### config.mk
export PLATFORM = sky130hd
export DESIGN_NAME = power_loss_burst_scheduler_flat
export DESIGN_NICKNAME = d
export VERILOG_FILES = /design/src/rtl/core/plbs_pkg.sv /design/src/rtl/core/plbs_stream_if.sv /design/src/rtl/core/power_loss_burst_scheduler.sv /design/src/flat_wrapper.sv
export VERILOG_INCLUDE_DIRS = /design/src /design/src/rtl/core
export SDC_FILE = /design/constraint.sdc
export NUM_CORES = 1
export LEC_CHECK = 0
export BUFFER_PORTS_ARGS = -buffer_cell sky130_fd_sc_hd__buf_2
export CORE_MARGIN = 2
export CORE_UTILIZATION = 30
export DETAILED_ROUTE_END_ITERATION = 8
export HOLD_SLACK_MARGIN = 0.08
export PLACE_DENSITY_LB_ADDON = 0.12
export SLEW_MARGIN = 20
export SYNTH_ARGS = -nofsm -noshare
export SYNTH_HDL_FRONTEND = slang
export SYNTH_SLANG_ARGS = --single-unit
### constraint.sdc
create_clock -name clk -period 20.7 [get_ports clk]
set_clock_uncertainty 0.15 [all_clocks]
set_input_delay 1.035 -clock clk [delete_from_list [all_inputs] [get_ports clk]]
set_output_delay 1.035 -clock clk [all_outputs]
set_load 0.01 [all_outputs]
### src/rtl/core/power_loss_burst_scheduler_macros.svh
// Assertion helpers shared by the RTL.
`ifndef POWER_LOSS_BURST_SCHEDULER_MACROS_SVH
`define POWER_LOSS_BURST_SCHEDULER_MACROS_SVH

// Same-cycle implication, disabled while reset is asserted.
`define PLBS_ASSERT_NOW(label, clk, rst_n, ante, cons) \
    label: assert property (@(posedge clk) disable iff (!rst_n) (ante) |-> (cons)) \
        else $error("power_loss_burst_scheduler: same-cycle check failed");

// Next-cycle implication, disabled while reset is asserted.
`define PLBS_ASSERT_NEXT(label, clk, rst_n, ante, cons) \
    label: assert property (@(posedge clk) disable iff (!rst_n) (ante) |=> (cons)) \
        else $error("power_loss_burst_scheduler: next-cycle check failed");

`endif

### src/rtl/core/plbs_pkg.sv
package plbs_pkg;

    // Result command codes.
    typedef enum logic [1:0] {
        ACT_NORMAL     = 2'd0,
        ACT_BURST_SEND = 2'd1,
        ACT_LOW_POWER  = 2'd2
    } action_t;

    // Configuration register indexes.
    typedef enum logic [2:0] {
        REG_POWER_ON_DEBOUNCE  = 3'd0,
        REG_POWER_OFF_DEBOUNCE = 3'd1,
        REG_BURST_LENGTH       = 3'd2,
        REG_BURST_SPACING      = 3'd3,
        REG_REARM_COOLDOWN     = 3'd4,
        REG_LOW_POWER_INTERVAL = 3'd5,
        REG_NORMAL_INTERVAL    = 3'd6
    } reg_index_t;

    // Register defaults after reset.
    localparam logic [15:0] POWER_ON_DEBOUNCE_RST  = 16'd10;
    localparam logic [15:0] POWER_OFF_DEBOUNCE_RST = 16'd10;
    localparam logic [7:0]  BURST_LENGTH_RST       = 8'd3;
    localparam logic [15:0] BURST_SPACING_RST      = 16'd30;
    localparam logic [15:0] REARM_COOLDOWN_RST     = 16'd600;
    localparam logic [31:0] LOW_POWER_INTERVAL_RST = 32'd900;
    localparam logic [31:0] NORMAL_INTERVAL_RST    = 32'd120;

    // Update interval carried by a burst send.
    localparam logic [31:0] BURST_SEND_INTERVAL = 32'd1;

    // Send jitter is the current time modulo this value.
    localparam int unsigned JITTER_MOD = 15;

    // Output queue depth (a tick yields at most three results).
    localparam int unsigned QUEUE_DEPTH = 4;

    typedef struct packed {
        logic [31:0] now_seconds;
        logic        power_present;
    } tick_t;

    typedef struct packed {
        action_t     action;
        logic [31:0] update_interval;
        logic        saving_mode;
        logic        last_of_run;
    } result_t;

    typedef struct packed {
        logic [2:0]  reg_index;
        logic [31:0] reg_data;
    } cfg_write_t;

endpackage

### src/rtl/core/plbs_stream_if.sv
interface plbs_stream_if #(
    parameter type payload_t = logic
);
    logic     valid;
    logic     ready;
    payload_t payload;

    modport source (output valid, output payload, input ready);
    modport sink   (input valid, input payload, output ready);
endinterface

### src/rtl/core/power_loss_burst_scheduler.sv
// A tick is captured in the input register, evaluated from it, and its results are
// written to the output queue once the queue has room for them; the first result is then
// offered from the queue. Ticks are taken one per cycle while output space allows;
// results leave one beat per cycle, while the receiver is ready, from a four-entry queue.
// Reset (rst_n, asynchronous, active low) clears all state and the queue and loads the
// register defaults; no clearing pass follows.
`include "power_loss_burst_scheduler_macros.svh"

module power_loss_burst_scheduler #(
    parameter int TIME_BITS = 32
) (
    input  logic          clk,
    input  logic          rst_n,
    plbs_stream_if.sink   tick,
    plbs_stream_if.source result,
    plbs_stream_if.sink   cfg
);
    import plbs_pkg::*;

    localparam int NIB    = (TIME_BITS + 3) / 4;
    localparam int QPTR_W = $clog2(QUEUE_DEPTH);
    localparam int QCNT_W = $clog2(QUEUE_DEPTH + 1);

    // Time modulo 15: 16 is 1 mod 15, so nibble sums keep the residue.
    function automatic logic [3:0] mod15(input logic [NIB*4-1:0] v);
        logic [7:0] s;
        logic [4:0] t;
        logic [4:0] r;
        s = '0;
        for (int i = 0; i < NIB; i++) begin
            s = s + 8'(v[i*4 +: 4]);
        end
        t = 5'(s[7:4]) + 5'(s[3:0]);
        r = (t >= 5'(JITTER_MOD)) ? t - 5'(JITTER_MOD) : t;
        if (r == 5'(JITTER_MOD)) begin
            r = '0;
        end
        return r[3:0];
    endfunction

    // Configuration registers.
    logic [15:0] power_on_debounce_reg;
    logic [15:0] power_off_debounce_reg;
    logic [7:0]  burst_length_reg;
    logic [15:0] burst_spacing_reg;
    logic [15:0] rearm_cooldown_reg;
    logic [31:0] low_power_interval_reg;
    logic [31:0] normal_interval_reg;

    // Input register.
    logic                 in_valid_reg;
    logic [TIME_BITS-1:0] now_reg;
    logic                 power_reg;
    logic [3:0]           jitter_reg;

    // Scheduler state.
    logic                 prev_power_reg,     prev_power_next;
    logic [TIME_BITS-1:0] on_since_reg,       on_since_next;
    logic [TIME_BITS-1:0] off_since_reg,      off_since_next;
    logic [7:0]           bursts_left_reg,    bursts_left_next;
    logic [TIME_BITS-1:0] next_send_time_reg, next_send_time_next;
    logic [TIME_BITS-1:0] rearm_time_reg,     rearm_time_next;

    // Output queue.
    result_t           q_reg [QUEUE_DEPTH];
    logic [QPTR_W-1:0] wr_ptr_reg;
    logic [QPTR_W-1:0] rd_ptr_reg;
    logic [QCNT_W-1:0] q_cnt_reg;

    logic [63:0]          now_wide;
    logic [TIME_BITS-1:0] now_in;
    logic                 tick_beat;
    logic                 result_beat;
    logic                 commit;
    logic [QCNT_W-1:0]    q_free;

    logic [TIME_BITS-1:0] on_cand;
    logic [TIME_BITS-1:0] off_cand;
    logic                 fire_on;
    logic                 arm;
    logic [7:0]           bursts_mid;
    logic [TIME_BITS-1:0] send_mid;
    logic                 send;
    logic                 low;
    logic [1:0]           n_res;
    result_t              res [3];
    result_t              normal_item;
    result_t              send_item;
    result_t              low_item;

    // Time input masked to the time width.
    assign now_wide  = 64'(tick.payload.now_seconds);
    assign now_in    = now_wide[TIME_BITS-1:0];

    assign tick_beat   = tick.valid && tick.ready;
    assign result_beat = result.valid && result.ready;
    assign q_free      = QCNT_W'(QUEUE_DEPTH) - q_cnt_reg;
    assign commit      = in_valid_reg && (QCNT_W'(n_res) <= q_free);

    assign tick.ready     = !in_valid_reg || commit;
    assign cfg.ready      = 1'b1;
    assign result.valid   = (q_cnt_reg != '0);
    assign result.payload = q_reg[rd_ptr_reg];

    // Debounce, arming and burst sends for the registered tick.
    always_comb
    begin
        on_cand             = on_since_reg;
        off_cand            = off_since_reg;
        fire_on             = 1'b0;
        arm                 = 1'b0;
        on_since_next       = on_since_reg;
        off_since_next      = off_since_reg;
        rearm_time_next     = rearm_time_reg;
        if (power_reg)
        begin
            off_since_next = '0;
            if (!prev_power_reg && on_since_reg == '0)
            begin
                on_cand = now_reg;
            end
            fire_on = (on_cand != '0)
                   && ((now_reg - on_cand) >= TIME_BITS'(power_on_debounce_reg));
            on_since_next = fire_on ? '0 : on_cand;
        end
        else
        begin
            on_since_next = '0;
            if (prev_power_reg && off_since_reg == '0)
            begin
                off_cand = now_reg;
            end
            off_since_next = off_cand;
            arm = (off_cand != '0)
               && ((now_reg - off_cand) >= TIME_BITS'(power_off_debounce_reg))
               && (now_reg >= rearm_time_reg) && (bursts_left_reg == '0);
            if (arm)
            begin
                rearm_time_next = now_reg + TIME_BITS'(rearm_cooldown_reg);
            end
        end

        bursts_mid = arm ? burst_length_reg : bursts_left_reg;
        send_mid   = arm ? '0 : next_send_time_reg;
        send = (bursts_mid != '0) && ((send_mid == '0) || (now_reg >= send_mid));
        low  = send && (bursts_mid == 8'd1);
        bursts_left_next    = send ? bursts_mid - 8'd1 : bursts_mid;
        next_send_time_next = (send && !low)
                            ? now_reg + TIME_BITS'(burst_spacing_reg) + TIME_BITS'(jitter_reg)
                            : send_mid;
        prev_power_next = power_reg;
    end

    // Result items in emission order: normal, burst send, low power.
    always_comb
    begin
        normal_item = '{action: ACT_NORMAL, update_interval: normal_interval_reg,
                        saving_mode: 1'b0, last_of_run: 1'b0};
        send_item   = '{action: ACT_BURST_SEND, update_interval: BURST_SEND_INTERVAL,
                        saving_mode: 1'b0, last_of_run: 1'b0};
        low_item    = '{action: ACT_LOW_POWER, update_interval: low_power_interval_reg,
                        saving_mode: 1'b1, last_of_run: 1'b0};
        n_res  = 2'(fire_on) + 2'(send) + 2'(low);
        res[0] = fire_on ? normal_item : send_item;
        res[1] = fire_on ? send_item : low_item;
        res[2] = low_item;
        for (int k = 0; k < 3; k++)
        begin
            res[k].last_of_run = (2'(k) == n_res - 2'd1);
        end
    end

    // Configuration writes.
    always_ff @(posedge clk or negedge rst_n)
    begin
        if (!rst_n)
        begin
            power_on_debounce_reg  <= POWER_ON_DEBOUNCE_RST;
            power_off_debounce_reg <= POWER_OFF_DEBOUNCE_RST;
            burst_length_reg       <= BURST_LENGTH_RST;
            burst_spacing_reg      <= BURST_SPACING_RST;
            rearm_cooldown_reg     <= REARM_COOLDOWN_RST;
            low_power_interval_reg <= LOW_POWER_INTERVAL_RST;
            normal_interval_reg    <= NORMAL_INTERVAL_RST;
        end
        else if (cfg.valid && cfg.ready)
        begin
            case (cfg.payload.reg_index)
                REG_POWER_ON_DEBOUNCE:  power_on_debounce_reg  <= cfg.payload.reg_data[15:0];
                REG_POWER_OFF_DEBOUNCE: power_off_debounce_reg <= cfg.payload.reg_data[15:0];
                REG_BURST_LENGTH:       burst_length_reg       <= cfg.payload.reg_data[7:0];
                REG_BURST_SPACING:      burst_spacing_reg      <= cfg.payload.reg_data[15:0];
                REG_REARM_COOLDOWN:     rearm_cooldown_reg     <= cfg.payload.reg_data[15:0];
                REG_LOW_POWER_INTERVAL: low_power_interval_reg <= cfg.payload.reg_data;
                REG_NORMAL_INTERVAL:    normal_interval_reg    <= cfg.payload.reg_data;
                default: ;
            endcase
        end
    end

    // Input register control.
    always_ff @(posedge clk or negedge rst_n)
    begin
        if (!rst_n)
        begin
            in_valid_reg <= 1'b0;
        end
        else if (tick_beat)
        begin
            in_valid_reg <= 1'b1;
        end
        else if (commit)
        begin
            in_valid_reg <= 1'b0;
        end
    end

    // Input payload; the jitter residue is worked out on the way in.
    always_ff @(posedge clk)
    begin
        if (tick_beat)
        begin
            now_reg    <= now_in;
            power_reg  <= tick.payload.power_present;
            jitter_reg <= mod15((NIB*4)'(now_in));
        end
    end

    // Scheduler state, updated when a tick's results enter the queue.
    always_ff @(posedge clk or negedge rst_n)
    begin
        if (!rst_n)
        begin
            prev_power_reg     <= 1'b0;
            on_since_reg       <= '0;
            off_since_reg      <= '0;
            bursts_left_reg    <= '0;
            next_send_time_reg <= '0;
            rearm_time_reg     <= '0;
        end
        else if (commit)
        begin
            prev_power_reg     <= prev_power_next;
            on_since_reg       <= on_since_next;
            off_since_reg      <= off_since_next;
            bursts_left_reg    <= bursts_left_next;
            next_send_time_reg <= next_send_time_next;
            rearm_time_reg     <= rearm_time_next;
        end
    end

    // Queue pointers and fill count.
    always_ff @(posedge clk or negedge rst_n)
    begin
        if (!rst_n)
        begin
            wr_ptr_reg <= '0;
            rd_ptr_reg <= '0;
            q_cnt_reg  <= '0;
        end
        else
        begin
            if (commit)
            begin
                wr_ptr_reg <= wr_ptr_reg + QPTR_W'(n_res);
            end
            if (result_beat)
            begin
                rd_ptr_reg <= rd_ptr_reg + QPTR_W'(1);
            end
            q_cnt_reg <= q_cnt_reg + (commit ? QCNT_W'(n_res) : '0)
                       - QCNT_W'(result_beat);
        end
    end

    // Queue entries; a tick writes up to three consecutive slots.
    always_ff @(posedge clk)
    begin
        if (commit)
        begin
            for (int k = 0; k < 3; k++)
            begin
                if (2'(k) < n_res)
                begin
                    q_reg[wr_ptr_reg + QPTR_W'(k)] <= res[k];
                end
            end
        end
    end

    // Checks.
    `PLBS_ASSERT_NOW(a_q_cnt_bound, clk, rst_n, 1'b1, q_cnt_reg <= QCNT_W'(QUEUE_DEPTH))
    `PLBS_ASSERT_NEXT(a_push_shows, clk, rst_n, commit && (n_res != 2'd0), q_cnt_reg != '0)
    `PLBS_ASSERT_NEXT(a_low_ends_burst, clk, rst_n, commit && low, bursts_left_reg == '0)
    `PLBS_ASSERT_NOW(a_one_mark, clk, rst_n, 1'b1, (on_since_reg == '0) || (off_since_reg == '0))

endmodule

### src/flat_wrapper.sv
// flat-port wrapper written by rule: the top's interface ports become plain ports
module power_loss_burst_scheduler_flat import plbs_pkg::*;
#(
    parameter int TIME_BITS = 32
)
  (clk, rst_n, tick_valid, tick_payload, tick_ready, result_valid, result_payload, result_ready, cfg_valid, cfg_payload, cfg_ready);
  plbs_stream_if #(.payload_t(tick_t)) tick_i ();
  plbs_stream_if #(.payload_t(result_t)) result_i ();
  plbs_stream_if #(.payload_t(cfg_write_t)) cfg_i ();
  input  logic clk;
  input  logic rst_n;
  input wire logic [$bits(tick_i.valid)-1:0] tick_valid;
  input wire logic [$bits(tick_i.payload)-1:0] tick_payload;
  output wire logic [$bits(tick_i.ready)-1:0] tick_ready;
  output wire logic [$bits(result_i.valid)-1:0] result_valid;
  output wire logic [$bits(result_i.payload)-1:0] result_payload;
  input wire logic [$bits(result_i.ready)-1:0] result_ready;
  input wire logic [$bits(cfg_i.valid)-1:0] cfg_valid;
  input wire logic [$bits(cfg_i.payload)-1:0] cfg_payload;
  output wire logic [$bits(cfg_i.ready)-1:0] cfg_ready;
  assign tick_i.valid = tick_valid;
  assign tick_i.payload = tick_payload;
  assign tick_ready = tick_i.ready;
  assign result_valid = result_i.valid;
  assign result_payload = result_i.payload;
  assign result_i.ready = result_ready;
  assign cfg_i.valid = cfg_valid;
  assign cfg_i.payload = cfg_payload;
  assign cfg_ready = cfg_i.ready;
  power_loss_burst_scheduler #(.TIME_BITS(TIME_BITS)) u_core (.clk(clk), .rst_n(rst_n), .tick(tick_i), .result(result_i), .cfg(cfg_i));
endmodule
==> impl_metrics.tcl <==
set metrics [dict create \
    run_status "finished, final reports clean" \
    slew_headroom 0.269 \
    cts.clk_slew.worst_paths_ps 70 \
    chipHeight_um 314 \
    total_leakage_power_nw 14.1 \
    yosys.area_share.xor_xnor 0.0297 \
    synthMuxAreaShare 0.0736 \
    synthCells 2804 \
    ctsHoldBuffers 0 \
    clock-root-buffer "clkbuf_16" \
    via_per_inst 5.34 \
    synth_enable_flop_cells 169 \
    layout.cells.most_common "dfrtp_1" \
    timing_hold_violations_final 0 \
    cts_inserted_buffers 57 \
    holdCritPathClass "in2async" \
    crit_path_frequent_cell "a21o_1" \
    crit_slowest_cell "a21o_2" \
    core_area_mm2 0.0953 \
    clock_insertion_delay_worst_skew_ps 660 \
    syn-num-nets 3134 \
    unrepaired_setup_endpoints_after_global_routing "false" \
    synth_top_family_by_area "compound AO/OA/AOI/OAI gates" \
    worstSetupPathType "reg2reg" \
    total_switching_power_mw 2.85 \
    yosys_register_bits 458 \
    cts_tree "done" \
    share_comb_of_total_power 0.581 \
    power.share.sequential 0.249 \
    synth-simple-area-share 0.127 \
    maxClockFrequency_mhz 75.9 \
    finalInstanceArea_mm2 0.0331 \
    worst_slew_pin_slew_ps 1100 \
    synth_area_per_cell_um2 10.3 \
    largest_reg_flops 140 \
    ir_drop_mv 0.165 \
    placement.io_buffers 110 \
    placed_area_mm2 0.0310 \
    fin_crit_sh 0.636 \
    ioPinCount 112 \
    grt_pass1_vias 22800 \
    dp.final_hpwl_mm 65.8 \
    worst-endpoint-required_ps 20920 \
    crit_path_max_incr_delay_ps 780 \
    place.gp.congestion 0.849 \
    1st_iter_drt_viols 1863 \
    powerDensity_mw_per_mm2 190 \
    gr-usage-met3 0.0255 \
    synth-warning-count 0 \
    post_route_cells_drive_above_1_share 0.158 \
    final_cell_mix "dfrtp_1 (258), nand2_1 (246), ha_1 (228), o21ai_0 (197), inv_1 (186)" \
    drt-pass1-iter-count 5 \
    met2_usage 0.333 \
    synth_compound_gate_area_share 0.183 \
    netlist_area_before_placement_mm2 0.0289 \
    placed_cell_count 4111 \
    std_cell_rows 113 \
    ys_seq_area_frac 0.425 \
    grt_use_met1 0.255 \
    max_cap_viol_count 0 \
    synth_async_sr_flop_share 0.614 \
    num_antenna_cells 0 \
    crit_path_end_kind "flop" \
    power_share_of_the_clock_group 0.170 \
    die_area_mm2 0.0988 \
    grt_antenna_before_repair 7 \
    route.detailed.wl_per_inst_um 22.8 \
    synthToLayoutAreaGrowth_pct 14.5 \
    area_share_of_fa_ha_maj_cells_after_synthesis 0.120 \
    floorplan.initialDensity 0.303 \
    fillCellCount 9703 \
    totalWireLength_mm 96.1 \
    worstPathArrival_ps 13390 \
    synth_ff_type "dfrtp_1" \
    detailroute.via_count 22500 \
    final-setup-viol-count 0 \
    detail-route-antenna-nets 0 \
    finish.utilization 0.347 \
    grt_busiest_layer "met2" \
    post-route-drc-count 0 \
    maximum_number_of_pins_on_one_net_before_global_route_repair 94 \
    grt_pass1_wl_mm 145 \
    h-tree-depth 2 \
    synth.distinct_cells 90 \
    die_w_um 314 \
    critical_path.startpoint_type "flop" \
    sw_frac 0.452 \
    cp_max_fo 49 \
    power_report.internal_total_mw 3.45 \
    clock_tree.buffer_depth 3 \
    global_route.usage.total 0.194 \
    postCtsSetupBuffers 0 \
    clkSinkCount 458 \
    num-nets-final 3235 \
    totalNegativeSetupSlack_ps 0 \
    layoutNonFillerInstCount 4219 \
    post_cts_resize_count 0 \
    gr-total-overflow 0 \
    finalMaxSlewViolations 0 \
    fin_crit_ps 13170 \
]
==> synthesized netlist by cell type, types with 8 or more instances <==
cell       number  share of area
buf_2          15         0.0026
and2_1          9         0.0019
a211oi_1       15         0.0039
or2_2          12         0.0026
o22ai_1         8         0.0017
nor3_1         37         0.0064
nor2_1        125          0.016
a21oi_1       184          0.032
a21boi_0       10         0.0026
o2111ai_1      10         0.0030
o21ai_1         9         0.0016
edfxtp_1      169           0.18
dfxtp_1         8         0.0055
mux4_2         35          0.027
mux2i_1        19         0.0066
o211ai_1        9         0.0023
xor2_1         35          0.011
ha_1          228          0.099
nand3b_1        9         0.0023
o21ai_0       199          0.034
or3_1           9         0.0019
o21bai_1       17         0.0044
clkbuf_1       92          0.012
a22o_1        163          0.049
a22oi_1        10         0.0026
dfstp_2        22          0.020
inv_1         186          0.024
nand2_1       248          0.032
buf_1          12         0.0016
a31oi_1        13         0.0028
xnor2_1        63          0.019
mux2_2        102          0.040
o21a_1         17         0.0044
nand3_1        38         0.0066
nand4_1        43         0.0093
or4_1           8         0.0021
nor4_1         39         0.0084
nor2b_1        46          0.010
and3_1         25         0.0054
dfrtp_1       259           0.22
nand2b_1       47          0.010
fa_1           29          0.020
a21o_1         63          0.016
==> per-layer routing <==
layer / vias up / share of wire
met3: 150 / 0.047
met2: 608 / 0.48
li1: 10600 / -
met1: 11200 / 0.44
met4: 0 / 0.031
met5: - / 0
==> cell families (layout without fill, tap and decap cells) <==
logic type	Yosys count	after routing
other cells	1	1
compound gates	793	793
flops	458	458
fa+ha+maj	259	259
xor+xnor	98	98
simple gates	729	729
buf+inv	310	460
mux	156	156
==> final cells by class <==
cell class,count,area [um2],area share
clock buffers,82,1720,0.0520
multi-input cells,2036,15500,0.468
well taps,1265,1580,0.0478
repair buffers,166,981,0.0296
inverters,186,698,0.0211
clock inverters,26,332,0.0100
flip-flops and latches,458,12300,0.372
==> path summary, 6_finish.rpt <==
kind | start | end | slack, ps | depth (start not counted)
worst max-delay path | u_core.off_since_reg[8]$_DFFE_PN0N_ | u_core.q_reg[1][2]$_DFFE_PP_ | 7530 | 50
worst min-delay path | rst_n | u_core.off_since_reg[23]$_DFFE_PN0N_ | 260 | 1
worst max register to register | u_core.off_since_reg[8]$_DFFE_PN0N_ | u_core.q_reg[1][2]$_DFFE_PP_ | 7530 | 50
worst min register to register | u_core.rearm_time_reg[17]$_DFFE_PN0P_ | u_core.rearm_time_reg[17]$_DFFE_PN0P_ | 330 | 2
max in group asynchronous | rst_n | u_core.bursts_left_reg[1]$_DFFE_PN0N_ | 18620 | 2
min in group clk | u_core.rearm_time_reg[17]$_DFFE_PN0P_ | u_core.rearm_time_reg[17]$_DFFE_PN0P_ | 330 | 2
==> metrics by stage <==
step / hold WS (ps) / power (mW) / setup WS, ps
after floorplan: 287 / 4.15 / 8040
after global placement: 314 / 5.19 / 7890
after detailed placement: 320 / 5.24 / 7660
after CTS: 282 / 6.35 / 7650
after global routing: 339 / 6.83 / 6660
final: 262 / 6.30 / 7530
==> critical path: cells and delay by family (launching register included) <==
family / cells / cell delay [ps]
AO/OA/AOI/OAI: 21 / 4890
AND/OR/NAND/NOR: 17 / 3820
adder cells (fa/ha/maj): 5 / 1890
buffers and inverters: 6 / 1470
flip-flops: 1 / 450
XOR/XNOR: 1 / 150
==> power by group through the flow <==
stage / clock network, mW / logic, mW / registers (mW)
after global routing: 1.13 / 4.08 / 1.61
after CTS: 1.10 / 3.68 / 1.57
final: 1.07 / 3.66 / 1.57
after floorplan: 0 / 2.60 / 1.55
after detailed placement: 0 / 3.66 / 1.59
after global placement: 0 / 3.61 / 1.58
Note: power is estimated with default switching activity, not from simulation.
